<file path="config.mk">
export PLATFORM = sky130hd
export DESIGN_NAME = mlp_post
export DESIGN_NICKNAME = d
export VERILOG_FILES = /design/src/rtl/mlp_pkg.sv /design/src/rtl/mlp_post.sv
export SDC_FILE = /design/constraint.sdc
export NUM_CORES = 1
export LEC_CHECK = 0
export ABC_AREA = 1
export BUFFER_PORTS_ARGS = -buffer_cell sky130_fd_sc_hd__buf_2
export CAP_MARGIN = 20
export CORE_ASPECT_RATIO = 0.6
export CORE_UTILIZATION = 46
export CTS_CLUSTER_DIAMETER = 60
export DETAILED_ROUTE_END_ITERATION = 10
export HOLD_SLACK_MARGIN = 0.1
export PLACE_DENSITY = 0.76
export SLEW_MARGIN = 20
export SYNTH_ARGS = -nofsm -noshare
export SYNTH_HDL_FRONTEND = slang
export SYNTH_SLANG_ARGS = --single-unit
</file>
<file path="constraint.sdc">
create_clock -name clk -period 2.1 [get_ports clk]
set_clock_uncertainty 0.1 [all_clocks]
set_input_delay 0.42 -clock clk [delete_from_list [all_inputs] [get_ports clk]]
set_output_delay 0.42 -clock clk [all_outputs]
set_load 0.005 [all_outputs]
</file>
<file path="src/rtl/mlp_pkg.sv">
`default_nettype none
package mlp_pkg;

  localparam int DATA_W  = 16;
  localparam int FRAC_W  = 12;
  localparam int ACC_W   = 40;
  localparam int IDX_W   = 6;
  localparam int WIDTH_W = 7;
  localparam int MAX_W   = 64;
  localparam int ELU_N   = 256;

  localparam logic [1:0] CMD_WEIGHT  = 2'd0;
  localparam logic [1:0] CMD_BIAS    = 2'd1;
  localparam logic [1:0] CMD_FEATURE = 2'd2;

  localparam logic [2:0] CFG_IN_WIDTH  = 3'd0;
  localparam logic [2:0] CFG_HID_ONE   = 3'd1;
  localparam logic [2:0] CFG_HID_TWO   = 3'd2;
  localparam logic [2:0] CFG_HID_THREE = 3'd3;
  localparam logic [2:0] CFG_OUT_WIDTH = 3'd4;

  localparam logic [1:0] LAST_LAYER = 2'd3;

  typedef logic signed [DATA_W-1:0] data_t;
  typedef logic signed [ACC_W-1:0]  acc_t;

  typedef struct packed {
    logic clr;
    logic load;
  } mac_ctl_t;

  typedef data_t elu_tab_t [ELU_N];

  // e^(-n/32) by repeated rounded q32 products, then minus one in q4.12
  function automatic elu_tab_t elu_gen();
    logic [63:0] p;
    logic [63:0] q;
    elu_tab_t    t;
    p = 64'h1_0000_0000;
    for (int k = ELU_N - 1; k >= 0; k--) begin
      p = (p * 64'd4162825044 + 64'h8000_0000) >> 32;
      q = (p + (64'd1 << (31 - FRAC_W))) >> (32 - FRAC_W);
      t[k] = $signed(q[DATA_W-1:0]) - data_t'(1 << FRAC_W);
    end
    return t;
  endfunction

  localparam elu_tab_t ELU_TABLE = elu_gen();

endpackage
`default_nettype wire

</file>
<file path="src/rtl/mlp_post.sv">
`default_nettype none
module mlp_post (
  input  logic           clk,
  input  logic           rst_n,
  input  logic           go,
  input  logic           hidden,
  input  mlp_pkg::acc_t  acc,
  output mlp_pkg::data_t y,
  output logic           done
);
  import mlp_pkg::*;

  localparam int SH_W = ACC_W + 1 - FRAC_W;

  logic signed [ACC_W:0] rnd;
  logic signed [SH_W-1:0] sh;
  data_t sat;
  data_t y1_r;
  logic  v1_r;
  logic  hid1_r;
  data_t y_r;
  logic  done_r;

  // round half up, then floor shift
  assign rnd = (ACC_W+1)'(acc) + (ACC_W+1)'(1 << (FRAC_W - 1));
  assign sh  = rnd[ACC_W:FRAC_W];

  always_comb begin
    if (sh > SH_W'(32767)) begin
      sat = 16'sh7fff;
    end else if (sh < -SH_W'(32768)) begin
      sat = 16'sh8000;
    end else begin
      sat = sh[DATA_W-1:0];
    end
  end

  always_ff @(posedge clk) begin
    y1_r   <= sat;
    hid1_r <= hidden;
    if (v1_r) begin
      // negative value: table index is (y + 8.0) in steps of 1/32
      if (hid1_r && y1_r[DATA_W-1]) begin
        y_r <= ELU_TABLE[y1_r[DATA_W-2:DATA_W-9]];
      end else begin
        y_r <= y1_r;
      end
    end
    if (!rst_n) begin
      v1_r   <= 1'b0;
      done_r <= 1'b0;
    end else begin
      v1_r   <= go;
      done_r <= v1_r;
    end
  end

  assign y    = y_r;
  assign done = done_r;
endmodule
`default_nettype wire

</file>
Word-level counts from Yosys, hierarchy flattened
Memory sizes are Yosys's and may differ from the RTL's.
Cells that the tools add are included.

storage, ports and cells
  register bits = 35
  bits in read-only memories = 4096
  input bits = 44
  output and inout bits = 17
  word-level logic and storage cells = 16
  memories = 1

memory list
  memory           depth  bits a word  rd ports  clocked after Yosys merged registers in  wr ports  line            source
  (no name shown)  256    16           1         0                                        0         mlp_post.sv:44  y_r <= ELU_TABLE[y1_r[DATA_W-2:DATA_W-9]];

operators by class
  $add $sub $neg = 1
  order comparisons = 3
  multiplexer cells = 4
  bitwise logic cells = 1
  reductions and logical operators = 1

operators with widths
  kind                      count
  $mux W16                  4
  $add A40 B13 Y41 const B  1
  $gt A29 B16 Y1 const B    1
  $lt A29 B16 Y1 const B    1
  $ge A8 B9 Y1 const B      1
  $not A8 Y8                1
  $logic_and A1 B1 Y1       1

Depth between registers and ports, before layout
  depth in word-level cells = 5
  mapped depth = 15
  depth with buffers taken out = 14

Worst setup path before layout
OpenSTA, ideal clock, no wires.

  path type = register to register
  start = register y1_r[8]
  end = register y_r[4] (netlist: y[4]) (data pin)
  library setup time = 0.258 ns
  arrival time = 1.902 ns
  required time = 1.742 ns
  path slack = -0.160 ns
  stages on the path, launching flop included = 13
  buffers on the path = 0
  clock period less this slack = 2.260 ns
  path through = dfxtp_1 -> inv_1 -> ha_1 -> nor2_1 -> nor2_1 -> nand2_1 -> nand2_1 -> nand2_1 -> o211ai_1 -> a21oi_1 -> nor2_1 -> o21ai_0 -> nand2_1

on the way
  cells in the longest elaborated chain, start to end = 5

RTL lines
  item                                         line            source
  start: declaration                           mlp_post.sv:18  data_t y1_r;
  start signal: assignment                     mlp_post.sv:39  y1_r <= sat;
  $not A8 Y8 (implied by the code)             mlp_post.sv:44
  $mem_v2 Z256 W16                             --
  $mux W16 (implied by the code) (2 in a row)  mlp_post.sv:44
  $mux W16                                     mlp_post.sv:43  if (hid1_r && y1_r[DATA_W-1]) begin
  end signal: assignment                       mlp_post.sv:44
  end signal: assignment                       mlp_post.sv:46  y_r <= y1_r;
  end: declaration                             mlp_post.sv:21  data_t y_r;

Every way passes these cells. The select of a mux whose other input is x is not followed.
A chain may end at the register's enable or synchronous reset.

Worst setup path in the final report
  start = register y1_r[8]
  end = register y_r[2] (netlist: y[2]) (data pin)

The elaborated chain is that of the path after synthesis.

==> results.cfg <==
[yosys]
netlist_area_mm2 = 0.00424
ys_ff_latch = 35
yosysWarningCount = 0
synth-edff-count = 16
ys.flop_type = dfxtp_1
ys_seq_area_share_pct = 20.3
syn_nets = 769
ys_types = 44
syn_inst = 709
syn-mean-instance-area_um2 = 5.98
synth-async-reset-ratio_pct = 0

[critical_path]
crit_type = reg -> reg
worst_ep_required_time_ns = 2.04
path_buf_inv = 4
path_cells = inv_8 > buf_12 > ha_4 > nor2_4 > buf_4 > inv_1 > nand3_1 > a21oi_1 > o31ai_1 > nand2_1 > nand3_1 > nand2_1
path_max_fanout = 5
crit_slowest_cell = dfxtp_4
max_stage_delay_ns = 0.39
worstSetupStartpointType = flip-flop
cp-end-kind = flip-flop
crit_arrival_ns = 2.08
cp_top_family = simple AND/OR/NAND/NOR gates

[route]
drc = 0
drt-vias-per-instance = 6.09
drt_iter0_drc = 927
ant_nets = 0
vias = 5958
wire_per_inst_um = 18.7
dr.pass1.iters = 8
detail_route.wirelength_um = 18300

[finish]
nNetsFinal = 925
drive_gt1_share_pct = 36.6
fillerInstances = 710
fin_area_mm2 = 0.00615
n_antenna_cell = 0
area_growth_syn_to_layout_pct = 45.0
finish.utilization_pct = 70.6

[clocking]
htreeDepth = 2
ctsRootBufferMaster = clkbuf_16
path_clk_slew_ns = 0.06
cts_tree = built
clock_path_buffers = 2
cts_sinks = 35
cts_buffers = 5
ctsHoldBuffers = 0
insertion_delay_ns = 0.29

[pwr]
peakVddDrop_uv = 350
power.leakage_nw = 2.89
power_density_mw_per_mm2 = 478
finalPower_mw = 2.94

[sta]
hold_violations = 0
maxSlewHeadroom_pct = 43.3
worst_pin_slew_ns = 0.848
setup_tns_ns = -0.0409
grt_setup_unrepaired = yes
post-route-min-period_ns = 2.14
timing.final.ws_setup_ns = -0.0409
period_share_pct = 102
final_max_slew_viol_count = 0
fmax_ghz = 0.467
setup_viol = 1

[placed_design]
placed_area_mm2 = 0.00537
dp.final_hpwl_um = 13800
gp_congestion = 1.04
portBuffers = 49
dp_slack_ns = -0.213

[worst_hold_path]
hold_path_class = in -> reg

[floorplan]
ios = 61
fp.dieArea_mm2 = 0.00962
die_y_um = 76.4
initial_core_util_pct = 48.7
num_rows = 26
core_mm2 = 0.00872
fp.dieW_um = 126

[global_route]
track_usage_pct = 37.2
overflow = 0
gr-max-usage-layer = met2
grt_pass1_vias = 5257
grt_start_max_net_pins = 34
grt_util_met2_pct = 55.9
antenna_found_initial = 0
grt_pass1_wl_um = 27800
use_met3_pct = 11.5
grt_util_met1_pct = 49.8

[flow_run]
cap_violations = 0

[status]
violations = negative setup slack
status = finished with violations
-- worst reg2reg max path, delay by kind of cell (launching register included) --
family	cells	cell delay, ns
buf+inv	4	0.34
flops	1	0.39
simple gates	5	0.57
compound gates	2	0.32
fa+ha+maj	1	0.16
-- timing repair --
item                       CTS  global route
pin swaps                    4            34
setup endpoints to repair    7            26
setup buffers                1            16
gates resized for setup     26           119
gates cloned                 0             2
-- cell type report --
| cell class | count | area, um2 | area share (%) |
|---|---|---|---|
| repair buffers | 174 | 1310 | 21.2 |
| flip-flops and latches | 35 | 873 | 14.2 |
| inverters | 58 | 241 | 3.93 |
| clock inverters | 2 | 13.8 | 0.224 |
| clock buffers | 6 | 150 | 2.44 |
| well taps | 112 | 140 | 2.28 |
| multi-input cells | 591 | 3430 | 55.7 |
-- layer usage --
metal | part of all wire, % | vias to the layer above
met4 | 4.6 | 0
met1 | 39 | 2690
met5 | 0 | -
li1 | - | 2658
met3 | 14 | 107
met2 | 42 | 503
-- Yosys cell counts, types with 8 or more instances --
library cell | number | area, um2
a21oi_1 | 29 | 145
clkbuf_1 | 13 | 48.8
dfxtp_1 | 19 | 380
edfxtp_1 | 16 | 480
ha_1 | 16 | 200
inv_1 | 55 | 206
nand2_1 | 227 | 852
nand2_2 | 26 | 163
nand3_1 | 66 | 330
nor2_1 | 83 | 312
nor2_2 | 9 | 56.3
o211ai_1 | 15 | 113
o21ai_0 | 41 | 205
xor2_1 | 8 | 70.1
-- cells by family after synthesis --
group           count (synthesis)  share of synthesized area, %
flops                          35                          20.3
fa+ha+maj                      16                          4.72
simple gates                  444                          47.1
compound gates                115                          16.5
xor+xnor                       14                          2.89
buf+inv                        85                          8.50
-- layout by cell type (no fill, tap or decap), types with 3 or more instances in the layout --
master	count
a32oi_1	4
edfxtp_1	16
buf_2	49
o211ai_1	15
o21ai_0	25
nor3_1	3
nand3_1	57
nand2_4	11
o21ai_2	3
o31ai_1	3
nor2_4	12
xor2_1	8
inv_1	46
nand4_1	4
o21ai_1	13
buf_4	111
a21oi_2	8
buf_12	7
nand2_1	208
dfxtp_4	3
xnor2_1	6
o22ai_1	4
ha_1	8
inv_2	4
nor2_1	68
nand2_2	37
ha_4	7
nand3_2	13
clkinv_1	3
nand3b_1	6
nor2_2	18
a21oi_1	21
clkbuf_16	6
dfxtp_1	15
buf_6	5
-- registers in the layout (all words and copies together), names as in the netlist --
| signal | cells |
|---|---|
| done | 1 |
| hid1_r | 1 |
| v1_r | 1 |
| y | 16 |
| y1_r | 16 |
-- worst paths after layout --
| kind | from | end | slack, ns | cells after the start |
|---|---|---|---|---|
| hold reg to reg | y1_r[15]$_SDFF_PN0_ | y[15]$_SDFFCE_PP1P_ | 0.33 | 0 |
| setup reg to reg | y1_r[8]$_SDFF_PN1_ | y[2]$_DFFE_PP_ | -0.04 | 12 |
| setup / recovery | y1_r[8]$_SDFF_PN1_ | y[2]$_DFFE_PP_ | -0.04 | 12 |
| hold / removal | hidden | hid1_r$_DFF_P_ | 0.13 | 1 |
-- power by group --
group	internal [mW]	switching, mW
combinational	0.536	0.791
sequential	0.768	0.0327
clock	0.511	0.299
total	1.82	1.12
-- per-stage QoR --
stage	hold slack, ns	cells
3_3_place_gp	0.313	952
4_1_cts	0.130	960
2_1_floorplan	0.348	709
6_report	0.134	978
5_1_grt	0.131	978
3_5_place_dp	0.321	952
No activity file was read; power rests on OpenSTA's default activity.
