**config.mk**
```make
export PLATFORM = sky130hd
export DESIGN_NAME = mlp_mac
export DESIGN_NICKNAME = d
export VERILOG_FILES = /design/src/rtl/mlp_pkg.sv /design/src/rtl/mlp_mac.sv
export SDC_FILE = /design/constraint.sdc
export NUM_CORES = 1
export LEC_CHECK = 0
export BUFFER_PORTS_ARGS = -buffer_cell sky130_fd_sc_hd__buf_2
export CAP_MARGIN = 20
export CORE_MARGIN = 4
export CORE_UTILIZATION = 30
export CTS_CLUSTER_SIZE = 40
export DETAILED_ROUTE_END_ITERATION = 10
export PLACE_DENSITY_LB_ADDON = 0.2
export SLEW_MARGIN = 20
export SYNTH_ARGS = -nofsm -noshare
export SYNTH_HDL_FRONTEND = slang
export SYNTH_SLANG_ARGS = --single-unit
```
**constraint.sdc**
```tcl
create_clock -name clk -period 5.9 [get_ports clk]
set_clock_uncertainty 0.1 [all_clocks]
set_input_delay 0.295 -clock clk [delete_from_list [all_inputs] [get_ports clk]]
set_output_delay 0.295 -clock clk [all_outputs]
set_load 0.005 [all_outputs]
```
**src/rtl/mlp_pkg.sv**
```systemverilog
`default_nettype none
package mlp_pkg;

  localparam int DATA_W  = 16;
  localparam int FRAC_W  = 12;
  localparam int ACC_W   = 40;
  localparam int IDX_W   = 6;
  localparam int WIDTH_W = 7;
  localparam int MAX_W   = 64;
  localparam int ELU_N   = 256;

  localparam logic [1:0] CMD_WEIGHT  = 2'd0;
  localparam logic [1:0] CMD_BIAS    = 2'd1;
  localparam logic [1:0] CMD_FEATURE = 2'd2;

  localparam logic [2:0] CFG_IN_WIDTH  = 3'd0;
  localparam logic [2:0] CFG_HID_ONE   = 3'd1;
  localparam logic [2:0] CFG_HID_TWO   = 3'd2;
  localparam logic [2:0] CFG_HID_THREE = 3'd3;
  localparam logic [2:0] CFG_OUT_WIDTH = 3'd4;

  localparam logic [1:0] LAST_LAYER = 2'd3;

  typedef logic signed [DATA_W-1:0] data_t;
  typedef logic signed [ACC_W-1:0]  acc_t;

  typedef struct packed {
    logic clr;
    logic load;
  } mac_ctl_t;

  typedef data_t elu_tab_t [ELU_N];

  // e^(-n/32) by repeated rounded q32 products, then minus one in q4.12
  function automatic elu_tab_t elu_gen();
    logic [63:0] p;
    logic [63:0] q;
    elu_tab_t    t;
    p = 64'h1_0000_0000;
    for (int k = ELU_N - 1; k >= 0; k--) begin
      p = (p * 64'd4162825044 + 64'h8000_0000) >> 32;
      q = (p + (64'd1 << (31 - FRAC_W))) >> (32 - FRAC_W);
      t[k] = $signed(q[DATA_W-1:0]) - data_t'(1 << FRAC_W);
    end
    return t;
  endfunction

  localparam elu_tab_t ELU_TABLE = elu_gen();

endpackage
`default_nettype wire

```
**src/rtl/mlp_mac.sv**
```systemverilog
`default_nettype none
module mlp_mac (
  input  logic             clk,
  input  logic             rst_n,
  input  mlp_pkg::mac_ctl_t ctl,
  input  mlp_pkg::data_t   op_a,
  input  mlp_pkg::data_t   op_b,
  output mlp_pkg::acc_t    acc,
  output logic             busy
);
  import mlp_pkg::*;

  logic signed [2*DATA_W-1:0] prod_r;
  logic                       prod_v_r;
  acc_t                       acc_r;
  acc_t                       acc_nxt;
  logic signed [ACC_W:0]      sum;

  assign sum = (ACC_W+1)'(acc_r) + (ACC_W+1)'(prod_r);

  // saturate on signed overflow of the extended sum
  always_comb begin
    if (sum[ACC_W] != sum[ACC_W-1]) begin
      acc_nxt = sum[ACC_W] ? {1'b1, {(ACC_W-1){1'b0}}} : {1'b0, {(ACC_W-1){1'b1}}};
    end else begin
      acc_nxt = sum[ACC_W-1:0];
    end
  end

  always_ff @(posedge clk) begin
    prod_r <= op_a * op_b;
    if (!rst_n) begin
      prod_v_r <= 1'b0;
      acc_r    <= '0;
    end else begin
      prod_v_r <= ctl.load;
      if (ctl.clr) begin
        acc_r <= '0;
      end else if (prod_v_r) begin
        acc_r <= acc_nxt;
      end
    end
  end

  assign acc  = acc_r;
  assign busy = prod_v_r;
endmodule
`default_nettype wire

```
# Word-level counts from Yosys, hierarchy flattened
# Cells that the tools add are included.
# totals
out_inout_bits,41
elab_cells,10
input_bits,36
register_bits,73
# op_classes
multipliers,1
eq_ne,1
muxes,2
bitwise,1
addsub,1
reduce_logical,1
# ops
operator,n
$mux 40,2
$add 40x32->41,1
$mul 16x16->32,1
$reduce_or 2->1,1
$ne 1x1->1,1
$not 1->1,1

# Depth between registers and ports, before layout
# Gate-level depths: netlist of the first run.
# depth
word_depth,3
mapped_depth,25
mapped_depth_nobuf,24

# Worst setup path after synthesis of the first run
# OpenSTA, ideal clock, no wires.
# synth_path
path_type,in2reg
startpoint,input op_b[1]
endpoint,register prod_r[31]
n_path_buf,1
stages,22
path_slack_ns,-0.505
setup_time_ns,0.120
required_time_ns,5.680
t_arrival_ns,6.185
path_cell_list,clkbuf_1 nand2_1 fa_1 fa_1 fa_1 inv_1 fa_1 fa_1 inv_1 fa_1 inv_1 ha_1 a21o_1 a21oi_1 o21ai_0 a211o_1 o221a_2 nand2b_1 and4_1 a2111oi_0 a21oi_1 xnor2_1
# synth_between
elab_chain_len,1
# synth_lines
item,line,text
from (decl),mlp_mac.sv:7,"input mlp_pkg::data_t op_b,"
$mul 16x16->32,mlp_mac.sv:31,prod_r <= op_a * op_b;
to (signal assigned),mlp_mac.sv:31,
to (decl),mlp_mac.sv:13,logic signed [2*DATA_W-1:0] prod_r;
# No other way between the ends.
# A chain may end at the register's enable or synchronous reset.

# Worst setup path in the final report of the first run
# layout_path
startpoint,input op_b[4]
endpoint,register prod_r[31]
# Same word-level chain as after synthesis.

==> results.txt, run 1 <==
- Leaving out fill and tap cells, the most frequent cell in the layout is sky130_fd_sc_hd__inv_1.
* Placed inst area: 0.01581 mm^2
* Final setup vio count: 0
* Area overhead of the layout relative to synthesis: 14.80%
* Post-synth ARST share: 0%
- The initial antenna violation count was 0.
- By instance count, the cell type seen most on the critical path is sky130_fd_sc_hd__fa_1.
* Max Clock Freq: 175.2 MHz
* First-pass iteration count of the detailed router: 4
* CTS sink count: between 70 and 80
* Area share of the leading cell type in the synthesized netlist: a little under two fifths
* All-layer global routing usage: between 10 and 15%
* Core Rows: 79
* Critical-path maximum fanout: 11
- Grt total ovfl: 0
- sky130_fd_sc_hd__fa_1 takes more of the synthesized area than any other cell.
* Number of global-route vias before repair: about 11000
* TritonCTS clock tree: yes
- Synth Flop Type: sky130_fd_sc_hd__dfxtp_1
* Instance count of the mapped netlist: around 1600
- Relative slew margins: approximately 37%
- Clock edge transition at the registers on the reported setup and hold paths: ~0.06 ns
- Summed over all nets, wire length on met3 after detailed routing comes to between 800 and 900 um.
- Startpoint kind of the worst setup timing path: input pin
- Detailed-route wire length on metal 1: roughly 17 mm
- Post-detailed-route wirelength per cell: 15.63 um
- The region available for standard cell placement spans between 0.04 and 0.05 mm^2.
- In this run the worst hold path is classified as input pin to flip-flop.
* Maximum buffer depth of the clock tree: 2
* Number of H-tree levels: 3
* Post-layout instance area: roughly 0.016 mm^2
* Cts-stage hold buffer count: 0
* Fraction of layout cells with a size suffix above 1: approximately 14%
- Counting the buffers created by CTS gives 9.
- Fillers: 4914
* Register bit total from synthesis: between 70 and 80
* Top-level port count: 77
- Worst endpoint required time: approximately 6.0 ns
- Fraction of the core area covered by cells at the end of the flow: 34.87%
* Count of unresolved DRC violations after routing: 0
- The library cells used most frequently in the layout, excluding fill and tap cells, are 290 x sky130_fd_sc_hd__inv_1, 258 x sky130_fd_sc_hd__fa_1, 155 x sky130_fd_sc_hd__nand2_1, 121 x sky130_fd_sc_hd__and2_1, 118 x sky130_fd_sc_hd__ha_1.
- Number of distinct standard cells referenced by the synthesized netlist: 67
* Final critical path time including I/O delays and setup: 5.707 ns
* Number of flops mapped to enable cells by yosys: 0
- Setup repair after global routing could not meet its margin everywhere.
- The routed layout has 10770 vias.
* Vias/cell: 4.632
* Drt first-iter violations: 495
- Crit path max-delay cell type: sky130_fd_sc_hd__fa_1
* Clk Latency, worst-skew pair: about 0.34 ns
* Synthesized area divided by synthesized cell count: slightly below 9 um^2
* IO Port Bufs: 76
- Type of the worst setup path: input pin to flip-flop
- Result of the run: finished clean
- Critical path's largest stage delay: about 0.53 ns
- Synth warn: 0
- The final layout contains routed wiring with a total length of 36.37 mm.
- Antenna Violating Nets Remaining: 0
- Excluding fillers, the count of instances in the completed layout stands at 2326.
- Arrival time worst endpoint: roughly 5.8 ns
- From left edge to right edge, the die measures approximately 230 um.
- Final HPWL from detailed placement: 32.08 mm
- After synthesis the cells add up to 0.01417 mm^2.
* Met2 wire length: between 15 and 20 mm
- STA classifies the critical path endpoint as a flip-flop.
- Buffer type at the clock tree root: sky130_fd_sc_hd__clkbuf_16
- Tightest Pin Transition: a little over 0.9 ns
- Pin count of the biggest net entering global routing: 48
- Once the floorplan was initialized, standard cells occupied 30.37% of the core.
- Final hold violation count: 0
- Count of final max-slew check failures: 0
- Post-Synthesis Net Count: about 2000
- DIE AREA: 0.05077 mm^2
- Post-synthesis sequential area ratio: about a tenth
- 0 antenna diodes ended up in the layout.
- The first global-routing pass estimated 60.40 mm of wire.
* Top sig layer: met4
* Largest cells by area after synthesis: sky130_fd_sc_hd__fa_1 37%, sky130_fd_sc_hd__ha_1 11%, sky130_fd_sc_hd__dfxtp_1 10%
- The critical path goes through buf_4 -> and2_4 -> fa_1 -> inv_1 -> fa_2 -> fa_1 -> fa_1 -> inv_1 -> fa_1 -> inv_1 -> fa_1 -> inv_1 -> ha_1 -> a211o_1 -> nor3_2 -> o21ai_0 -> nor3b_2 -> o221a_2 -> nand2b_4 -> and4_4 -> a2111oi_4 -> a21oi_1 -> xnor2_1.
* MaxCap Viol Count: 0
- The floorplan step set the die height to approximately 230 um.
* # nets final: around 2100
* Cell count after placement: roughly 2300
- Last weighted congestion value of the routability-driven placer: around 0.84
* Share of the cycle needed by the critical path after routing: a little over nine tenths
==> sequential cells by signal, indices dropped and copies added, names as in the netlist <==
register,cells
prod_r,32
acc,40
busy,1
==> critical path, delay by kind of cell <==
family / cells / cell delay (ns)
xor+xnor: 1 / 0.14
compound gates: 5 / 1.05
simple gates: 5 / 0.91
fa+ha+maj: 7 / 3.10
buf+inv: 5 / 0.35
==> per-layer routing <==
layer,track usage [%],up-vias
li1,-,5237
met1,20.38,5383
met2,25.02,133
met3,1.237,21
met4,2.687,0
met5,0,-
==> cell type report <==
cell class	count	area [um^2]	area share, %
clock buffer	10	239.0	1.469
clock inverter	5	56.30	0.3461
inverter	290	1089	6.692
multi-input combinational	1168	11510	70.76
sequential	73	1461	8.984
tap	607	759.5	4.669
timing repair buffer	173	1152	7.084
==> path summary, 6_finish.rpt <==
check / from / end / slack, ns / depth (start not counted)
worst max-delay path: op_b[4] / prod_r[31] / 0.19 / 23
worst min-delay path: ctl[0] / busy / 0.07 / 2
worst max register to register: acc[8] / acc[20] / 1.40 / 11
worst min register to register: acc[37] / acc[37] / 0.42 / 2
==> repair_timing <==
item / CTS / global route
resized for setup: 0 / 52
buffers inserted: 0 / 1
setup endpoints to repair: 0 / 9
==> kinds of logic after synthesis <==
kind of cell | share of synthesized area, %
AND/OR/NAND/NOR | 15.91
adder cells (fa/ha/maj) | 48.21
buffers and inverters | 9.633
AO/OA/AOI/OAI | 11.41
flip-flops | 10.31
XOR/XNOR | 4.380
multiplexers | 0.1413
==> per-stage QoR <==
| stage | hold WS (ns) | TNS (ns) | setup WS, ns |
|---|---|---|---|
| floorplan | 0.3167 | 0 | 0.03316 |
| global placement | 0.4063 | -1.288 | -0.2477 |
| detailed placement | 0.4120 | -1.803 | -0.3276 |
| CTS | 0.05662 | 0 | 0.02484 |
| global route | 0.06516 | -0.1606 | -0.06471 |
| finish | 0.06809 | 0 | 0.1928 |
==> cells in the mapped netlist (all sizes together), types with 3 or more instances <==
library cell,instances
a211oi,9
a21o,18
a21oi,82
a31o,3
a31oi,7
and2,127
and3,5
and4,3
buf,10
clkbuf,44
dfxtp,73
fa,263
ha,122
inv,290
maj3,4
nand2,158
nand2b,14
nand3,15
nand4,8
nor2,95
nor2b,11
nor3,10
o211ai,6
o21a,8
o21ai,55
o21bai,10
o22ai,25
o31a,3
or2,3
or3,5
xnor2,52
xor2,18
Power of run 1 is left out: the tool's default activity adds up to more than one toggle a clock period on the data nets, which glitch-free logic cannot reach.
==> run 2: changes to the inputs <==
- PLACE_DENSITY_LB_ADDON: 0.2 -> not set
==> run 2 against run 1 <==
Net effect: fmax up 0.11%; register-to-register slack improved by 0.03 ns; die area did not move; routed wire length down 0.69%; highest routed layer unchanged.
==> results.txt, run 2 (synthesis results as in run 1) <==
- Result of the run: finished clean
* Area overhead of the layout relative to synthesis: 15.60%
- Worst endpoint required time: about 6.0 ns
* DIE AREA: 0.05077 mm^2
- Count of vias placed by the detailed router: between 10000 and 15000
* Antenna violations before repair: 0
- Wires add up to ~36 mm.
- Number of H-tree levels: 3
* Worst hold-check path type: input pin to flip-flop
* Number of global-route vias before repair: ~12000
* Crit-path leading delay family: adder cells
- The clock drives 73 sinks.
* All-layer global routing usage: around 14%
- The library cell used most frequently in the layout, excluding fill and tap cells, is sky130_fd_sc_hd__inv_1.
- Max Clock Freq: between 150 and 200 MHz
* Type of the worst setup path: input pin to flip-flop
- Once detail routing completed, the nets flagged for antenna violations numbered 0.
* Relative slew margins: between 40% and 50%
- After detailed routing, the number of remaining DRC violations is 0.
- Die H: 225.3 um
- TritonCTS built the clock tree.
- Once detailed placement completed, the half-perimeter wirelength came to about 32 mm.
- Setup Buffers After CTS: 0
* Drt first-iter violations: between 600 and 700
- Diodes inserted: 0
* Depth of the most critical reg-to-reg path: 14
* Placeable Area: around 0.047 mm^2
- The net count of the finished layout is around 2100.
- The worst register-to-register path ends at acc[20].
* First-pass iteration count of the detailed router: 5
- Worst setup startpoint: op_b[5]
* Pin count of the biggest net entering global routing: 30
- Cell-by-cell listing of the critical path: buf_4 -> buf_4 -> and2_4 -> fa_1 -> inv_2 -> fa_1 -> fa_1 -> inv_1 -> fa_1 -> fa_1 -> inv_1 -> fa_1 -> inv_2 -> ha_4 -> buf_4 -> nand2_2 -> o21ai_2 -> a211o_1 -> o221a_4 -> nand2b_4 -> and4_4 -> a2111oi_4 -> a21oi_1 -> xnor2_1
- Share of the cycle needed by the critical path after routing: about 97%
- Arrival time worst endpoint: ~5.8 ns
* Post-detailed-route wirelength per cell: between 15 and 20 um
- Clock edge transition at the registers on the reported setup and hold paths: approximately 0.060 ns
- Initial cell density of the core: 30.37%
- Final setup vio count: 0
* Count of final max-slew check failures: 0
- Floorplan die width: 225.3 um
- In the routed layout, each cell is associated on average with a via count of about 4.8.
- Critical path's largest stage delay: around 0.52 ns
- Worst path depth: 24
- Final critical path time including I/O delays and setup: roughly 5.7 ns
- Counting the buffers created by CTS gives 9.
- Setup crit end kind: flip-flop
* Startpoint kind of the worst setup timing path: input pin
* Fraction of the core area covered by cells at the end of the flow: 35.11%
- The later pin in the worst-skew pair is clocked with a latency of 0.34 ns.
- The slowest stage of the critical path is the sky130_fd_sc_hd__fa_1 cell.
- The congestion estimate from routability-driven global placement came to 0.9289.
- No sink is reached through more buffers than the 2 on the longest clock path.
* Destination of the critical timing path: prod_r[31]
- Max-cap violations in this run came to 0.
- Worst flop-to-flop path startpoint: prod_r[0]
- Tightest Pin Transition: between 0.7 and 0.8 ns
- In this run the tool buffered the top-level ports with 76 buffer cells.
- Bufs and invs on worst path: 7
- Worst setup slack for register-to-register paths: 1.43 ns
* Worst hold start: ctl[0]
- Top-level port count: 77
- Largest register FFs: 40
* Wire length of the first global-routing pass: about 60 mm
* Critical-path maximum fanout: 9
* Buffer type at the clock tree root: sky130_fd_sc_hd__clkbuf_16
- Most Frequent Cell on Critical Path: sky130_fd_sc_hd__fa_1
- Core Rows: 79
* Grt total ovfl: 0
- Fraction of layout cells with a size suffix above 1: around 15%
* Most frequent cells in the layout: 288 x sky130_fd_sc_hd__inv_1, 257 x sky130_fd_sc_hd__fa_1, 154 x sky130_fd_sc_hd__nand2_1, 121 x sky130_fd_sc_hd__and2_1, 118 x sky130_fd_sc_hd__ha_1
- Setup total negative slack on the finished layout was measured at 0 ns.
- The count of endpoints failing hold in the final timing report came to 0.
## run 2: changes by cell type in the layout (fill, tap and decap cells not counted), sizes merged
cell      before  now
buf          163  177
inv          290  291
clkinv         3    4
clkinvlp       1    0
clkbuf        20   14
## run 2: how the worst min path moves through the flow
| stage | end | slack (ns) | cells after the start |
|---|---|---|---|
| after floorplan | busy | 0.32 | 1 |
| after detailed placement | acc[36] | 0.42 | 2 |
| final | busy | 0.07 | 2 |
| after global routing | busy | 0.07 | 2 |
| after global placement | acc[36] | 0.40 | 2 |
| after CTS | busy | 0.06 | 2 |
## run 2: per-stage QoR
stage	setup WS, ns	hold slack, ns	instances	area (um^2)
6_report	0.1992	0.07185	2335	16380
5_1_grt	-0.004973	0.07364	2335	16380
4_1_cts	0.04523	0.06078	2335	16200
3_5_place_dp	-0.3250	0.4167	2319	15880
3_3_place_gp	-0.2048	0.4001	2319	15880
2_1_floorplan	0.03316	0.3167	1587	14230
## run 2: what timing repair did
| item | 4_1_cts | 5_1_grt |
|---|---|---|
| endpoints found under the setup margin | 0 | 10 |
| hold buffers | 0 | 0 |
| gates resized for setup | 0 | 69 |
| endpoints found under the hold margin | 0 | 0 |
## run 2: area by class of cell
type / instances / area (um^2)
Tap cell: 607 / 759.5
Sequential cell: 73 / 1461
Timing Repair Buffer: 181 / 1247
Fill cell: 4799 / 30270
Inverter: 290 / 1089
Clock buffer: 10 / 239.0
Clock inverter: 6 / 76.32
Multi-Input combinational cell: 1168 / 11510
## run 2: per-layer routing
layer	vias up	wire, um	track usage (%)
li1	5248	-	-
met1	5526	16130	19.69
met2	275	17700	24.67
met3	44	1634	1.472
met4	0	649	3.497
met5	-	0	0
Power of run 2 is left out for the same reason.
==> run 3: changes to the inputs <==
- ABC_AREA: not set -> 1
==> run 3 against run 2 <==
Net effect: non-clock buffer count is 91 lower; design area is 2.7% higher; die area grew 9.5%; setup slack improved by 0.16 ns; first-iteration DRC count grew 24%; critical endpoint is now prod_r[20]; highest routed layer unchanged.
==> results.txt, run 3 <==
- Setup Buffers After CTS: 0
- The number of nets handed over by synthesis was roughly 2500.
* Largest register FFs: 40
* Cell count after placement: between 2000 and 3000
- The layout has ~5500 filler cells.
- The synthesized design contains 0 enable-type register cells.
* Drt first-iter violations: between 700 and 800
* Last weighted congestion value of the routability-driven placer: slightly above 0.9
* Endpoint of the worst register-to-register path: acc[34]
- The min-delay analysis places its worst path in the category input pin to flip-flop.
- Clk Latency, worst-skew pair: 0.35 ns
- After synthesis, the share of flip-flops with an asynchronous set or reset is 0%.
- The run finished with clean final reports.
- Of the cells placed in the final design, the portion with a size suffix greater than 1 is between 10% and 20%.
* Critical-path maximum fanout: 16
* Initial cell density of the core: 30.33%
- Cell type with the highest aggregate area in the netlist: sky130_fd_sc_hd__fa_1
* Cts-stage hold buffer count: 0
* Floorplan die width: 235.8 um
- Number of H-tree levels: 3
- Clock-pin slew was measured on the worst setup and hold paths at about 0.060 ns.
- For this run, the detailed router's first-pass iteration total came to 6.
- Max Clock Freq: ~180 MHz
- Post-Route Setup TNS: 0 ns
- Yosys instantiated no cell more often than sky130_fd_sc_hd__nand2_1.
- Count of final max-slew check failures: 0
* Antenna Violating Nets Remaining: 0
- In the layout the commonest cells are 524 x sky130_fd_sc_hd__nand2_1, 499 x sky130_fd_sc_hd__inv_1, 263 x sky130_fd_sc_hd__fa_1, 122 x sky130_fd_sc_hd__ha_1, 101 x sky130_fd_sc_hd__nor2_1.
* Number of global-route vias before repair: around 14000
- For this run, the slowest stage of the critical path takes around 0.54 ns.
* Worst flop-to-flop path startpoint: prod_r[0]
* Grt total ovfl: 0
- In this design, the critical path's most frequently occurring cell is sky130_fd_sc_hd__fa_1.
- Multi-input gate area in the final layout: roughly 0.012 mm^2
* All-layer global routing usage: between 10% and 20%
- For this run, design rule violations remaining after detail routing come to 0.
- The initial antenna violation count is 0.
- Along the worst hold path, the cell count comes to 3.
- Worst setup slack for register-to-register paths: about 2.7 ns
- Resized Gates After CTS: 0
- Final hold violation count: 0
- Type of the worst setup path: input pin to flip-flop
- Max-cap violations in this run came to 0.
- For the pin with the worst max-slew slack, the measured transition is approximately 0.70 ns.
* Arrival time worst endpoint: around 5.7 ns
- Entering global routing, the biggest net connects 76 pins.
* Post-synthesis sequential area ratio: about a tenth
* Netlist Area Pre-Place: between 0.015 and 0.02 mm^2
* Core Rows: 83
- In this run the most critical hold path is launched from ctl[0].
- Setup repair after global routing left no endpoint under its margin.
* IO Port Bufs: between 70 and 80
* TritonCTS clock tree: yes
* Total routed wirelength: approximately 43 mm
* Vias/cell: 4.567
* Placed inst area: approximately 0.017 mm^2
- CTS sink count: between 70 and 80
* Crit path max-delay cell type: sky130_fd_sc_hd__fa_1
- Most common library cell in the layout ignoring fill and taps: sky130_fd_sc_hd__nand2_1
- Buffers inserted during clock tree synthesis total 9.
- STA classifies the critical path endpoint as a flip-flop.
* DIE AREA: 0.05558 mm^2
* Number of distinct standard cells referenced by the synthesized netlist: between 40 and 50
- STA classifies the critical path startpoint as an input pin.
* Post-layout instance area: 0.01682 mm^2
- Measured along the y axis, the die boundary spans about 240 um.
* Final setup vio count: 0
- Synthesized area divided by synthesized cell count: 7.456 um^2
* Wire length of the first global-routing pass: ~72 mm
- The worst register-to-register path has a depth of 16.
- The routed design could run at a clock period as short as ~5.5 ns.
- Of the available clock period, the critical path in the final layout requires a little over nine tenths.
* Total area of sequential cells: about 0.0015 mm^2
- Top-level port count: between 70 and 80
* Synth Flop Type: sky130_fd_sc_hd__dfxtp_1
- Placeable Area: between 0.05 and 0.06 mm^2
- In the final routed layout, each cell accounts on average for around 15 um.
- The path with the worst hold slack has its endpoint at busy.
- 0 antenna diodes ended up in the layout.
- Final HPWL from detailed placement: 36.76 mm
- Largest cells by area after synthesis: sky130_fd_sc_hd__fa_1 34%, sky130_fd_sc_hd__nand2_1 13%, sky130_fd_sc_hd__inv_1 12%
* Register bit total from synthesis: 73
- Area share of the leading cell type in the synthesized netlist: about a third
* # nets final: 2534
- In this run the tightest slew margin relative to its limit is between 50% and 60%.
- Worst endpoint required time: 6.03 ns
- Synthesis handed over a netlist of approximately 2100 instances.
- The clock passes through at most 2 buffers.
- Area overhead of the layout relative to synthesis: 8.081%
* Top cell types by occurrence after synthesis: 524 x sky130_fd_sc_hd__nand2_1, 499 x sky130_fd_sc_hd__inv_1, 263 x sky130_fd_sc_hd__fa_1
* Cell-by-cell listing of the critical path: buf_2 -> nand2_1 -> fa_1 -> fa_1 -> fa_1 -> inv_1 -> fa_1 -> fa_1 -> inv_1 -> fa_1 -> inv_1 -> ha_1 -> a21oi_1 -> a21boi_0 -> nand3_1 -> a21boi_0 -> o21ai_0 -> nand3_1 -> nand2_1 -> xor2_1
- Count of vias placed by the detailed router: 12770
- CTS placed an instance of sky130_fd_sc_hd__clkbuf_16 at the clock tree root.
- Excluding fillers, the count of instances in the completed layout stands at between 2000 and 3000.
- Synth warn: 0
==> run 3: changes by cell type after synthesis, moves of 23 or more <==
cell,before,now
sky130_fd_sc_hd__a21oi_2,0,23
sky130_fd_sc_hd__and2_1,127,1
sky130_fd_sc_hd__inv_1,290,499
sky130_fd_sc_hd__nand2_1,156,524
sky130_fd_sc_hd__nand2_2,1,29
sky130_fd_sc_hd__nand3_1,13,83
sky130_fd_sc_hd__o21ai_0,53,28
sky130_fd_sc_hd__or2_2,3,38
sky130_fd_sc_hd__xnor2_1,51,22
sky130_fd_sc_hd__xor2_1,18,42
==> run 3: cells by family after synthesis <==
kind of cell             share of synthesized area, %
adder cells (fa/ha/maj)                         43.64
XOR/XNOR                                        3.602
flip-flops                                      9.391
AND/OR/NAND/NOR                                 22.80
AO/OA/AOI/OAI                                   6.103
buffers and inverters                           14.46
==> run 3: worst max-delay path: cells and delay by family <==
family	cells	cell delay, ns
xor+xnor	1	0.15
fa+ha+maj	7	3.37
compound gates	4	0.89
simple gates	4	0.47
buf+inv	4	0.49
==> run 3: area by class of cell <==
class	count	share of cell area (%)
Clock buffer	9	1.339
Clock inverter	6	0.3571
Inverter	502	11.20
Multi-Input combinational cell	1437	70.46
Sequential cell	73	8.697
Tap cell	680	5.059
Timing Repair Buffer	90	2.886
==> run 3: layer usage <==
layer | GRT usage, % | vias up | wire length (um)
met5 | 0 | - | 0
met2 | 27.19 | 303 | 20410
met3 | 1.382 | 36 | 1930
li1 | - | 6204 | -
met1 | 21.75 | 6231 | 20040
met4 | 2.723 | 0 | 452
==> run 3: how the worst max path moves through the flow <==
| stage | start | end | cells past startpoint |
|---|---|---|---|
| CTS | op_a[12] | prod_r[20] | 20 |
| detailed placement | op_a[12] | prod_r[20] | 20 |
| global route | op_a[12] | prod_r[20] | 21 |
| global placement | op_a[12] | prod_r[20] | 20 |
| finish | op_a[12] | prod_r[20] | 20 |
| floorplan | op_b[1] | prod_r[20] | 21 |
==> run 3: through the flow <==
step | utilization, % | hold slack (ns) | setup WS (ns)
final | 32.78 | 0.02418 | 0.3627
after floorplan | - | 0.2885 | 0.1915
after detailed placement | 32.23 | 0.3938 | 0.04298
after global routing | 32.78 | 0.04882 | 0.02203
after global placement | 32.23 | 0.3816 | 0.1259
after CTS | 32.78 | 0.02633 | 0.3897
Power of run 3 is left out for the same reason.
